<file path="config.mk">
export PLATFORM = sky130hd
export DESIGN_NAME = dhcp_option_finder_unit_flat
export DESIGN_NICKNAME = d
export VERILOG_FILES = /design/src/design/dof_pkg.sv /design/src/design/dof_stream_if.sv /design/src/design/dhcp_option_finder_unit.sv /design/src/flat_wrapper.sv
export SDC_FILE = /design/constraint.sdc
export NUM_CORES = 1
export LEC_CHECK = 0
export ABC_AREA = 0
export BUFFER_PORTS_ARGS = -buffer_cell sky130_fd_sc_hd__buf_4
export CAP_MARGIN = 20
export CORE_AREA = 3 3 100 102
export DETAILED_ROUTE_END_ITERATION = 10
export DIE_AREA = 0 0 103 105
export PLACE_DENSITY = 0.78
export SETUP_SLACK_MARGIN = 0.5
export SLEW_MARGIN = 30
export SYNTH_ARGS = -nofsm -noshare
export SYNTH_HDL_FRONTEND = slang
export SYNTH_SLANG_ARGS = --single-unit
</file>
<file path="constraint.sdc">
create_clock -name clk -period 6.7 [get_ports clk]
set_input_delay 1.34 -clock clk [delete_from_list [all_inputs] [get_ports clk]]
set_output_delay 1.34 -clock clk [all_outputs]
set_load 0.005 [all_outputs]
</file>
<file path="src/design/dof_pkg.sv">
`default_nettype none
// ----------------------------------------------------------------------------
// DHCP option finder package
// Region sizes, option codes, walk phases and result kinds shared by the
// option finder and its checker.
// ----------------------------------------------------------------------------
package dof_pkg;

  localparam int OPTIONS_BYTES = 308;
  localparam int FILE_BYTES    = 128;
  localparam int SNAME_BYTES   = 64;

  localparam int POS_W = 10;
  localparam int SUM_W = POS_W + 1;

  localparam logic [7:0] PAD_CODE      = 8'd0;
  localparam logic [7:0] OVERLOAD_CODE = 8'd52;
  localparam logic [7:0] END_CODE      = 8'd255;

  localparam logic [1:0] REGION_OPTIONS = 2'd0;
  localparam logic [1:0] REGION_FILE    = 2'd1;
  localparam logic [1:0] REGION_SNAME   = 2'd2;

  localparam int FLAG_FILE  = 0;
  localparam int FLAG_SNAME = 1;

  typedef enum logic [1:0] {
    PH_DONE  = 2'd0,
    PH_CODE  = 2'd1,
    PH_LEN   = 2'd2,
    PH_VALUE = 2'd3
  } phase_t;

  typedef enum logic [1:0] {
    K_DATA  = 2'd0,
    K_EMPTY = 2'd1,
    K_NONE  = 2'd2,
    K_BAD   = 2'd3
  } kind_t;

  function automatic logic [SUM_W-1:0] region_size(input logic [1:0] rgn);
    logic [SUM_W-1:0] sz;
    if (rgn == REGION_FILE) begin
      sz = SUM_W'(FILE_BYTES);
    end else if (rgn == REGION_SNAME) begin
      sz = SUM_W'(SNAME_BYTES);
    end else begin
      sz = SUM_W'(OPTIONS_BYTES);
    end
    return sz;
  endfunction

endpackage
`default_nettype wire

</file>
<file path="src/design/dof_stream_if.sv">
`default_nettype none
// ----------------------------------------------------------------------------
// DHCP option finder channels
// Valid/ready channels for packet bytes in and option results out.
// ----------------------------------------------------------------------------
interface dof_in_if;
  logic       valid;
  logic       ready;
  logic       start_of_packet;
  logic [1:0] region;
  logic [7:0] byte_value;
  logic [7:0] wanted_code;

  modport source (output valid, start_of_packet, region, byte_value, wanted_code,
                  input ready);
  modport sink   (input valid, start_of_packet, region, byte_value, wanted_code,
                  output ready);
endinterface

interface dof_out_if;
  logic       valid;
  logic       ready;
  logic [1:0] kind;
  logic [7:0] data_byte;
  logic [7:0] option_length;
  logic       is_last;

  modport source (output valid, kind, data_byte, option_length, is_last,
                  input ready);
  modport sink   (input valid, kind, data_byte, option_length, is_last,
                  output ready);
endinterface
`default_nettype wire

</file>
<file path="src/design/dhcp_option_finder_unit.sv">
`default_nettype none
// ----------------------------------------------------------------------------
// DHCP option finder
// Walks the option list of the options, file and sname regions for one code
// and streams out the match's value bytes or an empty/not-found/bad mark.
// ----------------------------------------------------------------------------
// An accepted byte request is held in the input register; any result it
// gives is then registered in the result register when that is free.
// Throughput: one byte request per cycle while results are taken; the input
// and result registers admit a new request while a result waits to be taken.
// Reset: synchronous; the walk is finished and both registers are empty.
module dhcp_option_finder_unit (
  input  wire logic  clk,
  input  wire logic  rst,
  dof_in_if.sink     request,
  dof_out_if.source  result
);

  logic       in_valid;
  logic       in_sop;
  logic [1:0] in_region;
  logic [7:0] in_byte;
  logic [7:0] in_wanted;

  dof_pkg::phase_t            walk_phase, walk_phase_next;
  logic [1:0]                 scan_region, scan_region_next;
  logic [dof_pkg::POS_W-1:0]  byte_position, byte_position_next;
  logic [7:0]                 bytes_left, bytes_left_next;
  logic [7:0]                 current_code, current_code_next;
  logic [1:0]                 overload_flags, overload_flags_next;
  logic [7:0]                 target_code, target_code_next;
  logic                       matched, matched_next;
  logic [7:0]                 option_len, option_len_next;

  logic            res_valid;
  dof_pkg::kind_t  res_kind;
  logic [7:0]      res_data;
  logic [7:0]      res_len;
  logic            res_last;

  logic            out_valid;
  dof_pkg::kind_t  out_kind;
  logic [7:0]      out_data;
  logic [7:0]      out_len;
  logic            out_last;

  logic advance;

  assign advance       = in_valid && (!out_valid || result.ready);
  assign request.ready = !in_valid || advance;

  always_ff @(posedge clk) begin
    if (rst) begin
      in_valid <= 1'b0;
    end else if (request.ready) begin
      in_valid <= request.valid;
    end
  end

  always_ff @(posedge clk) begin
    if (request.valid && request.ready) begin
      in_sop    <= request.start_of_packet;
      in_region <= request.region;
      in_byte   <= request.byte_value;
      in_wanted <= request.wanted_code;
    end
  end

  always_comb begin
    logic [dof_pkg::SUM_W-1:0] sz;
    logic [dof_pkg::SUM_W-1:0] pos_ext;
    logic                      next_code_bad;
    logic                      overrun;

    walk_phase_next     = walk_phase;
    scan_region_next    = scan_region;
    byte_position_next  = byte_position;
    bytes_left_next     = bytes_left;
    current_code_next   = current_code;
    overload_flags_next = overload_flags;
    target_code_next    = target_code;
    matched_next        = matched;
    option_len_next     = option_len;

    res_valid = 1'b0;
    res_kind  = dof_pkg::K_NONE;
    res_data  = 8'd0;
    res_len   = 8'd0;
    res_last  = 1'b0;

    if (in_sop) begin
      target_code_next    = in_wanted;
      walk_phase_next     = dof_pkg::PH_CODE;
      scan_region_next    = dof_pkg::REGION_OPTIONS;
      byte_position_next  = '0;
      bytes_left_next     = 8'd0;
      current_code_next   = 8'd0;
      overload_flags_next = 2'd0;
      matched_next        = 1'b0;
      option_len_next     = 8'd0;
    end

    sz            = dof_pkg::region_size(scan_region_next);
    pos_ext       = {1'b0, byte_position_next};
    next_code_bad = (pos_ext + dof_pkg::SUM_W'(3)) >= sz;
    overrun       = (pos_ext + {3'b000, in_byte}) >= sz;

    if (walk_phase_next != dof_pkg::PH_DONE && in_region == scan_region_next) begin
      byte_position_next = byte_position_next + dof_pkg::POS_W'(1);
      unique case (walk_phase_next)
        dof_pkg::PH_CODE: begin
          current_code_next = in_byte;
          if (in_byte == target_code_next) begin
            matched_next    = 1'b1;
            walk_phase_next = dof_pkg::PH_LEN;
          end else if (in_byte == dof_pkg::PAD_CODE) begin
            if (next_code_bad) begin
              walk_phase_next = dof_pkg::PH_DONE;
              res_valid       = 1'b1;
              res_kind        = dof_pkg::K_BAD;
              res_last        = 1'b1;
            end
          end else if (in_byte == dof_pkg::END_CODE) begin
            if (scan_region_next == dof_pkg::REGION_OPTIONS &&
                overload_flags_next[dof_pkg::FLAG_FILE]) begin
              scan_region_next   = dof_pkg::REGION_FILE;
              byte_position_next = '0;
            end else if (scan_region_next != dof_pkg::REGION_SNAME &&
                         overload_flags_next[dof_pkg::FLAG_SNAME]) begin
              scan_region_next   = dof_pkg::REGION_SNAME;
              byte_position_next = '0;
            end else begin
              walk_phase_next = dof_pkg::PH_DONE;
              res_valid       = 1'b1;
              res_kind        = dof_pkg::K_NONE;
              res_last        = 1'b1;
            end
          end else begin
            walk_phase_next = dof_pkg::PH_LEN;
          end
        end
        dof_pkg::PH_LEN: begin
          if (overrun) begin
            walk_phase_next = dof_pkg::PH_DONE;
            res_valid       = 1'b1;
            res_kind        = dof_pkg::K_BAD;
            res_last        = 1'b1;
          end else begin
            option_len_next = in_byte;
            bytes_left_next = in_byte;
            if (in_byte == 8'd0) begin
              if (matched_next) begin
                walk_phase_next = dof_pkg::PH_DONE;
                res_valid       = 1'b1;
                res_kind        = dof_pkg::K_EMPTY;
                res_last        = 1'b1;
              end else if (next_code_bad) begin
                walk_phase_next = dof_pkg::PH_DONE;
                res_valid       = 1'b1;
                res_kind        = dof_pkg::K_BAD;
                res_last        = 1'b1;
              end else begin
                walk_phase_next = dof_pkg::PH_CODE;
              end
            end else begin
              walk_phase_next = dof_pkg::PH_VALUE;
            end
          end
        end
        dof_pkg::PH_VALUE: begin
          if (!matched_next && current_code_next == dof_pkg::OVERLOAD_CODE &&
              bytes_left_next == option_len_next) begin
            overload_flags_next = in_byte[1:0];
          end
          bytes_left_next = bytes_left_next - 8'd1;
          if (matched_next) begin
            res_valid = 1'b1;
            res_kind  = dof_pkg::K_DATA;
            res_data  = in_byte;
            res_len   = option_len_next;
            if (bytes_left_next == 8'd0) begin
              walk_phase_next = dof_pkg::PH_DONE;
              res_last        = 1'b1;
            end
          end else if (bytes_left_next == 8'd0) begin
            if (next_code_bad) begin
              walk_phase_next = dof_pkg::PH_DONE;
              res_valid       = 1'b1;
              res_kind        = dof_pkg::K_BAD;
              res_last        = 1'b1;
            end else begin
              walk_phase_next = dof_pkg::PH_CODE;
            end
          end
        end
        dof_pkg::PH_DONE: begin
        end
      endcase
    end
  end

  always_ff @(posedge clk) begin
    if (rst) begin
      walk_phase     <= dof_pkg::PH_DONE;
      scan_region    <= dof_pkg::REGION_OPTIONS;
      byte_position  <= '0;
      bytes_left     <= 8'd0;
      current_code   <= 8'd0;
      overload_flags <= 2'd0;
      target_code    <= 8'd0;
      matched        <= 1'b0;
      option_len     <= 8'd0;
    end else if (advance) begin
      walk_phase     <= walk_phase_next;
      scan_region    <= scan_region_next;
      byte_position  <= byte_position_next;
      bytes_left     <= bytes_left_next;
      current_code   <= current_code_next;
      overload_flags <= overload_flags_next;
      target_code    <= target_code_next;
      matched        <= matched_next;
      option_len     <= option_len_next;
    end
  end

  always_ff @(posedge clk) begin
    if (rst) begin
      out_valid <= 1'b0;
    end else if (result.ready || !out_valid) begin
      out_valid <= advance && res_valid;
    end
  end

  always_ff @(posedge clk) begin
    if (advance && res_valid) begin
      out_kind <= res_kind;
      out_data <= res_data;
      out_len  <= res_len;
      out_last <= res_last;
    end
  end

  assign result.valid         = out_valid;
  assign result.kind          = out_kind;
  assign result.data_byte     = out_data;
  assign result.option_length = out_len;
  assign result.is_last       = out_last;

endmodule
`default_nettype wire

</file>
<file path="src/flat_wrapper.sv">
// flat-port wrapper written by rule: the top's interface ports become plain ports
module dhcp_option_finder_unit_flat 
  (clk, rst, request_valid, request_start_of_packet, request_region, request_byte_value, request_wanted_code, request_ready, result_valid, result_kind, result_data_byte, result_option_length, result_is_last, result_ready);
  dof_in_if request_i ();
  dof_out_if result_i ();
  input  wire logic clk;
  input  wire logic rst;
  input wire logic [$bits(request_i.valid)-1:0] request_valid;
  input wire logic [$bits(request_i.start_of_packet)-1:0] request_start_of_packet;
  input wire logic [$bits(request_i.region)-1:0] request_region;
  input wire logic [$bits(request_i.byte_value)-1:0] request_byte_value;
  input wire logic [$bits(request_i.wanted_code)-1:0] request_wanted_code;
  output wire logic [$bits(request_i.ready)-1:0] request_ready;
  output wire logic [$bits(result_i.valid)-1:0] result_valid;
  output wire logic [$bits(result_i.kind)-1:0] result_kind;
  output wire logic [$bits(result_i.data_byte)-1:0] result_data_byte;
  output wire logic [$bits(result_i.option_length)-1:0] result_option_length;
  output wire logic [$bits(result_i.is_last)-1:0] result_is_last;
  input wire logic [$bits(result_i.ready)-1:0] result_ready;
  assign request_i.valid = request_valid;
  assign request_i.start_of_packet = request_start_of_packet;
  assign request_i.region = request_region;
  assign request_i.byte_value = request_byte_value;
  assign request_i.wanted_code = request_wanted_code;
  assign request_ready = request_i.ready;
  assign result_valid = result_i.valid;
  assign result_kind = result_i.kind;
  assign result_data_byte = result_i.data_byte;
  assign result_option_length = result_i.option_length;
  assign result_is_last = result_i.is_last;
  assign result_i.ready = result_ready;
  dhcp_option_finder_unit u_core (.clk(clk), .rst(rst), .request(request_i), .result(result_i));
endmodule
</file>
==> results of run 1 <==
==> kinds of logic after synthesis <==
family	count (synthesis)	share of synthesized area [%]
mux	12	2.34
buf+inv	53	3.99
compound gates	166	20.0
fa+ha+maj	25	5.85
xor+xnor	39	6.61
simple gates	232	21.6
flops	89	39.7
==> power by group <==
part	total, uW	switching, uW	internal, uW
logic	110	66.9	43.3
registers	607	29.3	577
clock network	373	227	146
==> registers in the layout, indices dropped and copies added, names as in the netlist, 2 cells and up <==
| register | flops |
|---|---|
| u_core.option_len | 8 |
| u_core.in_region | 2 |
| u_core.in_wanted | 8 |
| u_core.result.data_byte | 8 |
| u_core.byte_position | 10 |
| u_core.current_code | 8 |
| u_core.bytes_left | 8 |
| u_core.result.option_length | 8 |
| u_core.result.kind | 2 |
| u_core.in_byte | 8 |
| u_core.walk_phase | 2 |
| u_core.overload_flags | 2 |
| u_core.target_code | 8 |
| u_core.scan_region | 2 |
==> critical path, stage by stage, from the launching register on <==
cell                       delay (ns)
sky130_fd_sc_hd__edfxtp_1        0.67
sky130_fd_sc_hd__nor2b_1         0.41
sky130_fd_sc_hd__ha_1            0.30
sky130_fd_sc_hd__a21o_1          0.17
sky130_fd_sc_hd__maj3_2          0.35
sky130_fd_sc_hd__a21oi_1         0.17
sky130_fd_sc_hd__o22ai_1         0.10
sky130_fd_sc_hd__a21oi_1         0.20
sky130_fd_sc_hd__o21ai_0         0.11
sky130_fd_sc_hd__a21oi_1         0.19
sky130_fd_sc_hd__xnor2_1         0.09
sky130_fd_sc_hd__ha_1            0.31
sky130_fd_sc_hd__nand3_1         0.08
sky130_fd_sc_hd__nor2_1          0.14
sky130_fd_sc_hd__a221oi_1        0.10
sky130_fd_sc_hd__and3_1          0.32
sky130_fd_sc_hd__a21oi_1         0.37
sky130_fd_sc_hd__a21oi_1         0.17
sky130_fd_sc_hd__a21oi_4         0.52
==> worst max path at each step <==
stage | start | to | cells after the start
after floorplan | u_core.in_sop | u_core.result.data_byte[0] | 22
after global placement | u_core.in_sop | u_core.result.option_length[5] | 18
after detailed placement | u_core.in_sop | u_core.result.option_length[4] | 18
after CTS | u_core.in_sop | u_core.result.option_length[3] | 18
after global routing | u_core.in_sop | u_core.result.is_last | 18
final | u_core.in_sop | u_core.result.is_last | 18
==> per-layer routing <==
metal / wire length (um) / track usage [%] / vias to the layer above
li1: - / - / 2289
met2: 6540 / 41.8 / 265
met4: 511 / 11.2 / 0
met1: 5920 / 36.1 / 2294
met5: 0 / 0 / -
met3: 1280 / 4.94 / 62
==> layout make-up <==
type / instances / area, um^2 / share of cell area, %
Timing Repair Buffer: 47 / 353 / 5.88
Clock buffer: 9 / 124 / 2.06
Clock inverter: 7 / 71.3 / 1.19
Multi-Input combinational cell: 474 / 3090 / 51.5
Tap cell: 111 / 139 / 2.31
Sequential cell: 89 / 2160 / 36.0
Inverter: 17 / 63.8 / 1.06
==> per-stage QoR <==
| step | utilization (%) | power [uW] | hold WS [ns] |
|---|---|---|---|
| 3_5_place_dp | 63.1 | 726 | 0.447 |
| 4_1_cts | 65.2 | 1090 | 0.462 |
| 3_3_place_gp | 63.0 | 722 | 0.441 |
| 6_report | 65.3 | 1090 | 0.461 |
| 5_1_grt | 65.3 | 1130 | 0.481 |
| 2_1_floorplan | - | 685 | 0.436 |
==> cell usage after synthesis, types with 3 or more instances <==
cell type,instances,area (um^2)
sky130_fd_sc_hd__nand2_1,70,263
sky130_fd_sc_hd__o2111ai_1,3,26.3
sky130_fd_sc_hd__and2_1,20,125
sky130_fd_sc_hd__nor4_1,10,62.6
sky130_fd_sc_hd__a41oi_1,3,26.3
sky130_fd_sc_hd__nor2b_1,12,75.1
sky130_fd_sc_hd__o21a_1,6,45.0
sky130_fd_sc_hd__nand3_1,21,105
sky130_fd_sc_hd__dfxtp_1,51,1020
sky130_fd_sc_hd__mux2i_1,9,90.1
sky130_fd_sc_hd__o22ai_1,8,50.1
sky130_fd_sc_hd__nor3_1,7,35.0
sky130_fd_sc_hd__clkbuf_1,29,109
sky130_fd_sc_hd__or3_1,5,31.3
sky130_fd_sc_hd__nand2b_1,8,50.1
sky130_fd_sc_hd__a22oi_1,10,75.1
sky130_fd_sc_hd__buf_2,3,15.0
sky130_fd_sc_hd__nor2_1,46,173
sky130_fd_sc_hd__a21oi_1,51,255
sky130_fd_sc_hd__and3_1,3,18.8
sky130_fd_sc_hd__or4_1,4,30.0
sky130_fd_sc_hd__o21ai_0,34,170
sky130_fd_sc_hd__a21o_1,5,37.5
sky130_fd_sc_hd__xor2_1,10,87.6
sky130_fd_sc_hd__a31oi_1,6,37.5
sky130_fd_sc_hd__xnor2_1,28,245
sky130_fd_sc_hd__ha_1,23,288
sky130_fd_sc_hd__nand4_1,10,62.6
sky130_fd_sc_hd__edfxtp_1,38,1140
sky130_fd_sc_hd__a211oi_1,4,30.0
sky130_fd_sc_hd__inv_1,15,56.3
sky130_fd_sc_hd__a22o_1,10,87.6
==> summary.md, run 1 <==
| Metric | Value |
|---|---|
| Status | `completed` |
| Share of flip-flops with an asynchronous set or reset after synthesis | `0%` |
| Placer Congestion | `between 0.9 and 1` |
| Logic depth of the worst register-to-register path | `18` |
| Insertion delay to the later sink of the worst-skew pair | `~0.38 ns` |
| Minimum clock period after layout | `5.11 ns` |
| Total number of nets in the final design | `~690` |
| Root Buffer Master | `sky130_fd_sc_hd__clkbuf_8` |
| Worst IR Drop VDD | `0.000143 V` |
| Vias in the first global route | `4631` |
| Number of diodes added for antenna fixing | `0` |
| Number of cells on the worst hold path | `2` |
| # fillers | `757` |
| Post-CTS Repair Setup Buffers | `0` |
| IO Port Bufs | `43` |
| Initial antenna violation count | `0` |
| Overall overflow remaining after global route | `0` |
| Detailed-route wire length | `roughly 14000 um` |
| Placement Cell Area | `5800 um^2` |
| Register-to-Register Setup Slack | `1.59 ns` |
| Post-synthesis average cell area | `8.85 um^2` |
| Total via count after detailed routing | `4910` |
| Core box area | `approximately 9200 um^2` |
| Global router's overall resource usage | `roughly 27%` |
| Total Die Area | `10800 um^2` |
| WP data required | `6.72 ns` |
| First-pass detailed-route iteration total | `5` |
| Worst setup EP type | `register` |
| Clock-pin transition on the worst setup and hold timing paths | `about 0.10 ns` |
| Post-route insts no fill | `754` |
| Unrepaired setup endpoints after global routing | `false` |
| Number of different library cells in the post-synthesis netlist | `71` |
| FMAX | `0.196 GHz` |
| Most common cell after layout, fill and taps aside | `sky130_fd_sc_hd__nand2_1` |
| Setup Crit Path Kind | `register to register` |
| Destination of the worst register-to-register timing path | `u_core.result.is_last` |
| Worst-case clock buffer depth | `2` |
| X dimension of the die | `between 100 and 150 um` |
| CTS tree | `yes` |
| Hold buffer count at cts | `0` |
| Number of gates resized after cts | `0` |
| Power per cell area | `roughly 180 nW/um^2` |
| Number of placed cells counting well taps | `738` |
| Post-route setup TNS | `0 ns` |
| Warnings from Yosys | `0` |
| Post-Synthesis Cells | `616` |
| Largest net degree at the start of global routing | `41` |
| Number of pins exceeding their max-slew limit in the final report | `0` |
| DP Worst Slack | `1.45 ns` |
| HPWL after DPL | `9880 um` |
| Sequential area share after synthesis | `39.7%` |
| DRC Markers | `0` |
| Final hold vios | `0` |
| Worst Hold Class | `register to register` |
| Total clock buffers created by CTS | `9` |
| Violation count after the first detailed-route iteration | `560` |
| Proportion of layout cells with a drive suffix above 1 | `12.9%` |
| Post-route antenna net violation count | `0` |
| Post-route design area | `~6000 um^2` |
| Post-synth top flop | `sky130_fd_sc_hd__dfxtp_1` |
| Final setup skew | `between 0.01 and 0.015 ns` |
| Start point of the worst hold path | `u_core.target_code[7]` |
| Row cnt | `35` |
| Launching element type of the critical path | `register` |
| Growth of design area from synthesis to finish | `10.1%` |
| Synthesized Nets | `between 600 and 700` |
| Worst reg2reg path startpoint | `u_core.in_sop` |
| I/O Pins | `44` |
| Relative max-transition margin | `39.9%` |
| Max Cap Viol | `0` |
| Post-layout worst setup margin | `1.59 ns` |
| Number of failing setup endpoints in the final timing report | `0` |
| Largest driver fanout on the critical path | `19` |
| Clock Sink Count | `roughly 90` |
| P_leak | `0.00224 uW` |
| Flip-flop and latch count after synthesis | `89` |
| CP Data Arrival Time | `5.12 ns` |
| Top library cells by usage in the layout, fill and taps aside | `sky130_fd_sc_hd__nand2_1 (70), sky130_fd_sc_hd__dfxtp_1 (51), sky130_fd_sc_hd__a21oi_1 (50)` |
| H-tree depth reported by CTS | `3` |
| Initial cell density of the core | `59.3%` |
| Fraction of the cycle the final worst path needs | `76.2%` |
| Hold worst-path end | `u_core.target_code[7]` |
| Total standard cell area after synthesis | `around 5500 um^2` |
| Wire length of the first global-routing pass | `about 23000 um` |
| Y dimension of the die | `approximately 110 um` |
| Number of flops mapped to enable cells by yosys | `38` |
| Transition at the pin with the smallest max-transition slack | `around 0.9 ns` |
| Per-cell routed wire length | `18.9 um` |
| Vias/cell | `6.51` |
(Power assumes the default switching activity.)
==> inputs of run 2 (changes only) <==
==> constraint.sdc (replaced) <==
create_clock -name clk -period 4.7 [get_ports clk]
set_input_delay 0.94 -clock clk [delete_from_list [all_inputs] [get_ports clk]]
set_output_delay 0.94 -clock clk [all_outputs]
set_load 0.005 [all_outputs]
==> run 2 against run 1 <==
Register-to-register slack got worse by 1.1 ns. Worst hold slack barely moved. Global-route usage rose by 0.70 points. First-iteration DRC count fell by 30%. Sequential power rose by 40%. Via count rose by 0.94%. Critical path type unchanged. Critical endpoint is now u_core.option_len[2].
==> summary.md, run 2 (synthesized netlist as in run 1, its figures left out) <==
| Metric | Value |
|---|---|
| Status | `completed` |
| P_leak | `0.00234 uW (+4.8%)` |
| Minimum clock period after layout | `4.17 ns (-0.938 ns)` |
| Final setup skew | `0.0134 ns (-0.00143 ns)` |
| Number of diodes added for antenna fixing | `0 (unchanged)` |
| Transition at the pin with the smallest max-transition slack | `0.799 ns (-0.103 ns)` |
| DRC Markers | `0 (unchanged)` |
| Core box area | `9200 um^2 (unchanged)` |
| Wire length of the first global-routing pass | `23500 um (+2.7%)` |
| Row cnt | `35 (unchanged)` |
| Total Die Area | `10800 um^2 (unchanged)` |
| X dimension of the die | `103 um (unchanged)` |
| DP Worst Slack | `0.378 ns (-1.07 ns)` |
| Worst setup EP type | `register` |
| Detailed-route wire length | `14600 um (+2.6%)` |
| CP Cell Sequence | `nor2b_4 > ha_4 > a21o_1 > maj3_2 > a21oi_2 > o22ai_2 > a21oi_2 > o21ai_1 > a21oi_1 > xnor2_1 > ha_1 > a21oi_2 > o21ai_1 > a221oi_2 > and3_4 > buf_8 > nand4_1 > a22o_4 > a22o_1` |
| Insertion delay to the later sink of the worst-skew pair | `0.38 ns (about the same)` |
| Post-route setup TNS | `0 ns (unchanged)` |
| Fraction of the cycle the final worst path needs | `88.7% (+12 points)` |
| Post-layout worst setup margin | `0.531 ns (-1.06 ns)` |
| Initial cell density of the core | `59.3% (unchanged)` |
| Largest driver fanout on the critical path | `8 (-11)` |
| Clock-pin transition on the worst setup and hold timing paths | `0.11 ns (about the same)` |
| Max FFs per register | `10 (unchanged)` |
| Top reg by flops | `u_core.byte_position` |
| Total clock buffers created by CTS | `9 (unchanged)` |
| Number of failing setup endpoints in the final timing report | `0 (unchanged)` |
| H-tree depth reported by CTS | `3 (unchanged)` |
| Vias in the first global route | `4691 (+1.3%)` |
| Number of pins exceeding their max-slew limit in the final report | `0 (unchanged)` |
| Max Cap Viol | `0 (unchanged)` |
| HPWL after DPL | `9830 um (-0.51%)` |
| Stage delay of the slowest cell on the critical path | `0.50 ns (-0.17 ns)` |
| Largest net degree at the start of global routing | `41 (unchanged)` |
| Unrepaired setup endpoints after global routing | `true` |
| Initial antenna violation count | `0 (unchanged)` |
| Global router's overall resource usage | `27.5% (+0.70 points)` |
| Worst-case clock buffer depth | `2 (unchanged)` |
| I/O Pins | `44 (unchanged)` |
| Relative max-transition margin | `46.6% (+6.7 points)` |
| Root Buffer Master | `sky130_fd_sc_hd__clkbuf_8` |
| Overall overflow remaining after global route | `0 (unchanged)` |
| Y dimension of the die | `105 um (unchanged)` |
| Top library cells by usage in the layout, fill and taps aside | `sky130_fd_sc_hd__nand2_1 (70), sky130_fd_sc_hd__buf_4 (62), sky130_fd_sc_hd__dfxtp_1 (51)` |
| Total via count after detailed routing | `4956 (+0.94%)` |
| Proportion of layout cells with a drive suffix above 1 | `18.5% (+5.5 points)` |
| Most common cell after layout, fill and taps aside | `sky130_fd_sc_hd__nand2_1` |
| Per-cell routed wire length | `18.9 um (+0.21%)` |
| Setup Crit Path Kind | `register to register` |
| Post-route antenna net violation count | `0 (unchanged)` |
| Violation count after the first detailed-route iteration | `390 (-30%)` |
| Growth of design area from synthesis to finish | `15.2%` |
| CP Data Arrival Time | `4.44 ns (-0.68 ns)` |
| Vias/cell | `6.42 (-1.4%)` |
| Cell type of the slowest stage on the worst timing path | `sky130_fd_sc_hd__edfxtp_1` |
| IO Port Bufs | `43 (unchanged)` |
| Final hold vios | `0 (unchanged)` |
| FMAX | `0.240 GHz (+23%)` |
| Total number of nets in the final design | `703 (+2.6%)` |
| Most frequent cell on the critical path | `sky130_fd_sc_hd__a21oi_2` |
| Worst Hold Class | `register to register` |
| Worst IR Drop VDD | `0.000247 V (+73%)` |
| Clock Sink Count | `89 (unchanged)` |
| Placer Congestion | `0.921 (-2.0%)` |
| Launching element type of the critical path | `register` |
| First-pass detailed-route iteration total | `5 (unchanged)` |
| WP data required | `4.97 ns (-1.75 ns)` |
| Power per cell area | `249 nW/um^2 (+37%)` |
| CTS tree | `yes` |
run 2: layout make-up:
type	count	area (um^2)
clock inverters	7	68.8
repair buffers	65	505
well taps	111	139
clock buffers	9	124
multi-input cells	474	3220
fillers	723	2920
inverters	17	63.8
flip-flops and latches	89	2160
run 2: per-layer routing:
layer	vias up	wire length, um	global-route usage (%)
met2	255	6860	43.0
met5	-	0	0
met1	2329	6060	36.0
met3	50	1200	7.14
met4	0	508	10.6
li1	2322	-	-
run 2: metrics by stage:
| stage | instance area (um^2) | hold WS (ns) | std cells | power [uW] | utilization [%] |
|---|---|---|---|---|---|
| detailed placement | 5890 | 0.447 | 746 | 1040 | 64.1 |
| global route | 6280 | 0.481 | 772 | 1610 | 68.3 |
| CTS | 6130 | 0.461 | 764 | 1550 | 66.6 |
| finish | 6280 | 0.461 | 772 | 1560 | 68.3 |
| global placement | 5890 | 0.441 | 746 | 1040 | 64.1 |
| floorplan | 5520 | 0.436 | 616 | 980 | - |
run 2: worst paths after layout:
path | from | to | slack [ns] | cells after the start
worst min-delay path | u_core.target_code[6] | u_core.target_code[6] | 0.46 | 2
worst min register to register | u_core.target_code[6] | u_core.target_code[6] | 0.46 | 2
worst max-delay path | u_core.in_sop | u_core.option_len[2] | 0.53 | 19
worst max register to register | u_core.in_sop | u_core.option_len[2] | 0.53 | 19
run 2: repair_timing:
| action | CTS | global route |
|---|---|---|
| cloned | 0 | 0 |
| pin swaps | 2 | 13 |
| setup endpoints to repair | 29 | 38 |
| resized for setup | 4 | 20 |
| hold endpoints to repair | 0 | 0 |
| hold buffers | 0 | 0 |
| buffers inserted | 2 | 8 |
run 2: power breakdown:
part / leakage, uW / total [uW] / switching, uW / internal (uW)
clock network: 0.0000915 / 526 / 320 / 206
registers: 0.000813 / 850 / 27.0 / 823
logic: 0.00144 / 186 / 116 / 70.0
run 2: worst max-delay path: cells and delay by family, from the launching register on:
| family | cells | cell delay (ns) |
|---|---|---|
| AND/OR/NAND/NOR | 3 | 0.55 |
| AO/OA/AOI/OAI | 11 | 1.86 |
| buffers and inverters | 1 | 0.12 |
| XOR/XNOR | 1 | 0.14 |
| adder cells (fa/ha/maj) | 3 | 0.88 |
| flip-flops | 1 | 0.50 |
==> inputs of run 3 (changes only) <==
--- a/config.mk
+++ b/config.mk
@@ -5,13 +5,15 @@
 export SDC_FILE = /design/constraint.sdc
 export NUM_CORES = 1
 export LEC_CHECK = 0
-export ABC_AREA = 0
+export ABC_AREA = 1
 export BUFFER_PORTS_ARGS = -buffer_cell sky130_fd_sc_hd__buf_4
 export CAP_MARGIN = 20
-export CORE_AREA = 3 3 100 102
+export CORE_AREA = 3 3 103 105
+export CTS_BUF_LIST = sky130_fd_sc_hd__clkbuf_2
 export DETAILED_ROUTE_END_ITERATION = 10
-export DIE_AREA = 0 0 103 105
+export DIE_AREA = 0 0 106 108
 export PLACE_DENSITY = 0.78
+export REMOVE_ABC_BUFFERS = 1
 export SETUP_SLACK_MARGIN = 0.5
 export SLEW_MARGIN = 30
 export SYNTH_ARGS = -nofsm -noshare
==> run 3 against run 2 <==
Critical path depth grew 5. Power fell by 1.5%. Cell count is 24% higher. Clock skew up 0.050 ns. Area after synthesis up 6.3%. Sequential power up 2%. Maximum frequency increased by 8.8%. Worst setup slack gained 0.34 ns. Worst hold slack improved by 0.021 ns. Synthesized cell count up 27%. Highest routed layer unchanged.
==> summary.md, run 3 <==
| Metric | Value |
|---|---|
| Status | `completed` |
| Combinational fraction of design power | `16.3% (+4.4 points)` |
| DRC Markers | `0 (unchanged)` |
| Number of placed cells counting well taps | `938 (+26%)` |
| X dimension of the die | `106 um (+2.9%)` |
| Number of different library cells in the post-synthesis netlist | `54 (-24%)` |
| Largest driver fanout on the critical path | `19 (+11)` |
| Worst setup EP type | `register` |
| Minimum clock period after layout | `3.83 ns (-0.336 ns)` |
| Biggest area consumer among synthesized cells | `sky130_fd_sc_hd__edfxtp_1` |
| Largest net degree at the start of global routing | `59 (+44%)` |
| Overall overflow remaining after global route | `0 (unchanged)` |
| Worst IR Drop VDD | `0.000275 V (+11%)` |
| Growth of design area from synthesis to finish | `9.50%` |
| Max Cap Viol | `0 (unchanged)` |
| Total via count after detailed routing | `5550 (+12%)` |
| Total Die Area | `11400 um^2 (+5.9%)` |
| Root Buffer Master | `sky130_fd_sc_hd__clkbuf_2` |
| Top reg by flops | `u_core.byte_position` |
| Relative max-transition margin | `45.1% (-1.4 points)` |
| Power per cell area | `242 nW/um^2 (-2.5%)` |
| Instance count on the critical path | `24 (+5)` |
| Int Pwr | `1040 uW (-5.0%)` |
| Clock Sink Count | `89 (unchanged)` |
| Total clock buffers created by CTS | `9 (unchanged)` |
| Sequential Power Share | `56.2% (+1.8 points)` |
| Number of pins exceeding their max-slew limit in the final report | `0 (unchanged)` |
| Number of flops mapped to enable cells by yosys | `38 (unchanged)` |
| Worst hold slack across all endpoints | `0.482 ns (+0.0214 ns)` |
| Initial cell density of the core | `59.6% (+0.29 points)` |
| Number of cells on the worst hold path | `2 (unchanged)` |
| Launching element type of the critical path | `register` |
| Vias/cell | `5.81 (-9.5%)` |
| Clock-pin transition on the worst setup and hold timing paths | `0.26 ns (+0.15 ns)` |
| Number of diodes added for antenna fixing | `0 (unchanged)` |
| Most common cell after layout, fill and taps aside | `sky130_fd_sc_hd__nand2_1` |
| Core box area | `9730 um^2 (+5.8%)` |
| Stage delay of the slowest cell on the critical path | `0.45 ns (-0.05 ns)` |
| Largest cells by area after synthesis | `sky130_fd_sc_hd__edfxtp_1 (20%), sky130_fd_sc_hd__dfxtp_1 (18%), sky130_fd_sc_hd__nand2_1 (12%)` |
| Transition at the pin with the smallest max-transition slack | `0.820 ns (+0.0215 ns)` |
| P_leak | `0.00274 uW (+17%)` |
| Warnings from Yosys | `0 (unchanged)` |
| Util after Layout | `65.2% (-3.0 points)` |
| Global router's overall resource usage | `29.2% (+1.7 points)` |
| Post-synthesis average cell area | `7.43 um^2 (-16%)` |
| Switching part of the total power | `32.1% (+2.5 points)` |
| Post-Synthesis Cells | `780 (+27%)` |
| Placer Congestion | `0.962 (+4.4%)` |
| Sequential area share after synthesis | `37.3% (-2.4 points)` |
| Row cnt | `36 (+2.9%)` |
| Post-route insts no fill | `955 (+24%)` |
| Total standard cell area after synthesis | `5800 um^2 (+6.3%)` |
| Final hold vios | `0 (unchanged)` |
| Clock group share of total power | `27.5% (-6.2 points)` |
| Violation count after the first detailed-route iteration | `609 (+56%)` |
| Worst-case clock buffer depth | `2 (unchanged)` |
| Top cell type's share of synthesized area | `19.7% (-1.2 points)` |
| Logic depth of the worst register-to-register path | `24 (+5)` |
| IO Port Bufs | `43 (unchanged)` |
| Synth cell count leaders | `sky130_fd_sc_hd__nand2_1 (193), sky130_fd_sc_hd__inv_1 (79), sky130_fd_sc_hd__a21oi_1 (74), sky130_fd_sc_hd__nor2_1 (69), sky130_fd_sc_hd__dfxtp_1 (51)` |
| CP Data Arrival Time | `4.21 ns (-0.23 ns)` |
| CP Cell Sequence | `buf_4 > inv_12 > nand2_1 > inv_1 > ha_2 > fa_2 > nand3_1 > nand2_1 > nand3_2 > nand2_1 > xnor2_1 > ha_1 > a21oi_1 > and2_1 > nand2_1 > nand2_4 > nand3_4 > nand2_2 > nand2_1 > nor2_1 > nand2_1 > nand2_1 > inv_1 > buf_4` |
| H-tree depth reported by CTS | `3 (unchanged)` |
| Flip-flop and latch count after synthesis | `89 (unchanged)` |
| Crit path buf inv count | `5 (+4)` |
| Number of failing setup endpoints in the final timing report | `0 (unchanged)` |
| Post-route antenna net violation count | `0 (unchanged)` |
| Y dimension of the die | `108 um (+2.9%)` |
| Power spent charging and discharging nets | `494 uW (+6.8%)` |
| Max FFs per register | `10 (unchanged)` |
| Vias in the first global route | `5193 (+11%)` |
| Wire length of the first global-routing pass | `26100 um (+11%)` |
| FMAX | `0.261 GHz (+8.8%)` |
| Unrepaired setup endpoints after global routing | `false` |
| Hold buffer count at cts | `0 (unchanged)` |
| WP data required | `5.08 ns (+0.11 ns)` |
| I/O Pins | `44 (unchanged)` |
| Cell type of the slowest stage on the worst timing path | `sky130_fd_sc_hd__edfxtp_1` |
| First-pass detailed-route iteration total | `6 (+1)` |
| Fraction of the cycle the final worst path needs | `81.6% (-7.1 points)` |
| Total number of nets in the final design | `864 (+23%)` |
| Share of flip-flops with an asynchronous set or reset after synthesis | `0% (unchanged)` |
| Per-cell routed wire length | `16.9 um (-11%)` |
| CTS tree | `yes` |
| Initial antenna violation count | `0 (unchanged)` |
| Most numerous cell in the Yosys netlist | `sky130_fd_sc_hd__nand2_1` |
| HPWL after DPL | `11800 um (+20%)` |
| Insertion delay to the later sink of the worst-skew pair | `0.62 ns (+0.24 ns)` |
| Setup Crit Path Kind | `register to register` |
| Proportion of layout cells with a drive suffix above 1 | `14.6% (-3.9 points)` |
| Final setup skew | `0.0630 ns (+0.0496 ns)` |
| Category of cells accounting for the largest share of critical-path delay | `simple AND/OR/NAND/NOR gates` |
| Worst Hold Class | `register to register` |
| Top library cells by usage in the layout, fill and taps aside | `sky130_fd_sc_hd__nand2_1 (192), sky130_fd_sc_hd__inv_1 (79), sky130_fd_sc_hd__a21oi_1 (74)` |
| Post-route setup TNS | `0 ns (unchanged)` |
| Detailed-route wire length | `16100 um (+10%)` |
| Post-synth top flop | `sky130_fd_sc_hd__dfxtp_1` |
| Most frequent cell on the critical path | `sky130_fd_sc_hd__nand2_1` |
## run 3: changes by cell type after synthesis, moves of 12 or more
cell	before	now
sky130_fd_sc_hd__nor2_1	46	69
sky130_fd_sc_hd__nand3_1	21	44
sky130_fd_sc_hd__inv_1	15	79
sky130_fd_sc_hd__and2_1	20	1
sky130_fd_sc_hd__nand2_1	70	193
sky130_fd_sc_hd__clkbuf_1	29	17
sky130_fd_sc_hd__nor2b_1	12	0
sky130_fd_sc_hd__a21oi_1	51	74
sky130_fd_sc_hd__xnor2_1	28	2
## run 3: timing repair
item / 4_1_cts / 5_1_grt
hold endpoints to repair: 0 / 0
endpoints found under the setup margin: 0 / 19
resized for setup: 0 / 4
buffers inserted: 0 / 1
## run 3: layer usage
metal	routed length, um	global-route usage, %	part of all wire, %	vias to the layer above
met5	0	0	0	-
met4	374	9.16	2.3	0
met3	1310	4.72	8.1	34
met2	7430	48.5	46	256
met1	6990	39.5	43	2563
li1	-	-	-	2697
## run 3: power groups by stage
stage                     sequential (uW)  combinational [uW]  clock (uW)
after floorplan                       870                 162           0
after global placement                878                 238           0
after detailed placement              880                 244           0
after CTS                             864                 246         424
after global routing                  867                 279         448
final                                 864                 251         423
## run 3: cells by family (layout without fill, tap and decap cells)
family,Yosys count,in the layout,share of synthesized area (%)
flops,89,89,37.3
simple gates,373,373,30.6
fa+ha+maj,24,24,5.31
compound gates,157,157,15.3
xor+xnor,20,20,3.02
buf+inv,117,159,8.46
## run 3: final timing paths
check | slack (ns) | end | startpoint
worst min-delay path | 0.48 | u_core.bytes_left[4] | u_core.bytes_left[4]
worst min register to register | 0.48 | u_core.bytes_left[4] | u_core.bytes_left[4]
worst max-delay path | 0.87 | u_core.result.kind[1] | u_core.in_sop
worst max register to register | 0.87 | u_core.result.kind[1] | u_core.in_sop
## run 3: area by class of cell
cell class	instances	area, um^2
Clock buffer	9	45.0
Clock inverter	7	75.1
Fill cell	849	3380
Inverter	91	354
Multi-Input combinational cell	574	3150
Sequential cell	89	2160
Tap cell	133	166
Timing Repair Buffer	52	390
## run 3: stage by stage
step	setup slack [ns]	power, uW	cell area, um^2
finish	0.867	1540	6350
global route	0.608	1590	6350
CTS	0.718	1530	6330
detailed placement	0.758	1120	6210
global placement	0.865	1120	6210
floorplan	0.383	1030	5660
## run 3: worst register-to-register path, cell delays in order (launching register included)
cell and delay (ns):
sky130_fd_sc_hd__edfxtp_1 0.45, sky130_fd_sc_hd__buf_4 0.18, sky130_fd_sc_hd__inv_12 0.11, sky130_fd_sc_hd__nand2_1 0.10
sky130_fd_sc_hd__inv_1 0.18, sky130_fd_sc_hd__ha_2 0.26, sky130_fd_sc_hd__fa_2 0.25, sky130_fd_sc_hd__nand3_1 0.09
sky130_fd_sc_hd__nand2_1 0.13, sky130_fd_sc_hd__nand3_2 0.08, sky130_fd_sc_hd__nand2_1 0.08, sky130_fd_sc_hd__xnor2_1 0.12
sky130_fd_sc_hd__ha_1 0.27, sky130_fd_sc_hd__a21oi_1 0.15, sky130_fd_sc_hd__and2_1 0.14, sky130_fd_sc_hd__nand2_1 0.09
sky130_fd_sc_hd__nand2_4 0.12, sky130_fd_sc_hd__nand3_4 0.15, sky130_fd_sc_hd__nand2_2 0.13, sky130_fd_sc_hd__nand2_1 0.06
sky130_fd_sc_hd__nor2_1 0.11, sky130_fd_sc_hd__nand2_1 0.07, sky130_fd_sc_hd__nand2_1 0.07, sky130_fd_sc_hd__inv_1 0.04
sky130_fd_sc_hd__buf_4 0.20
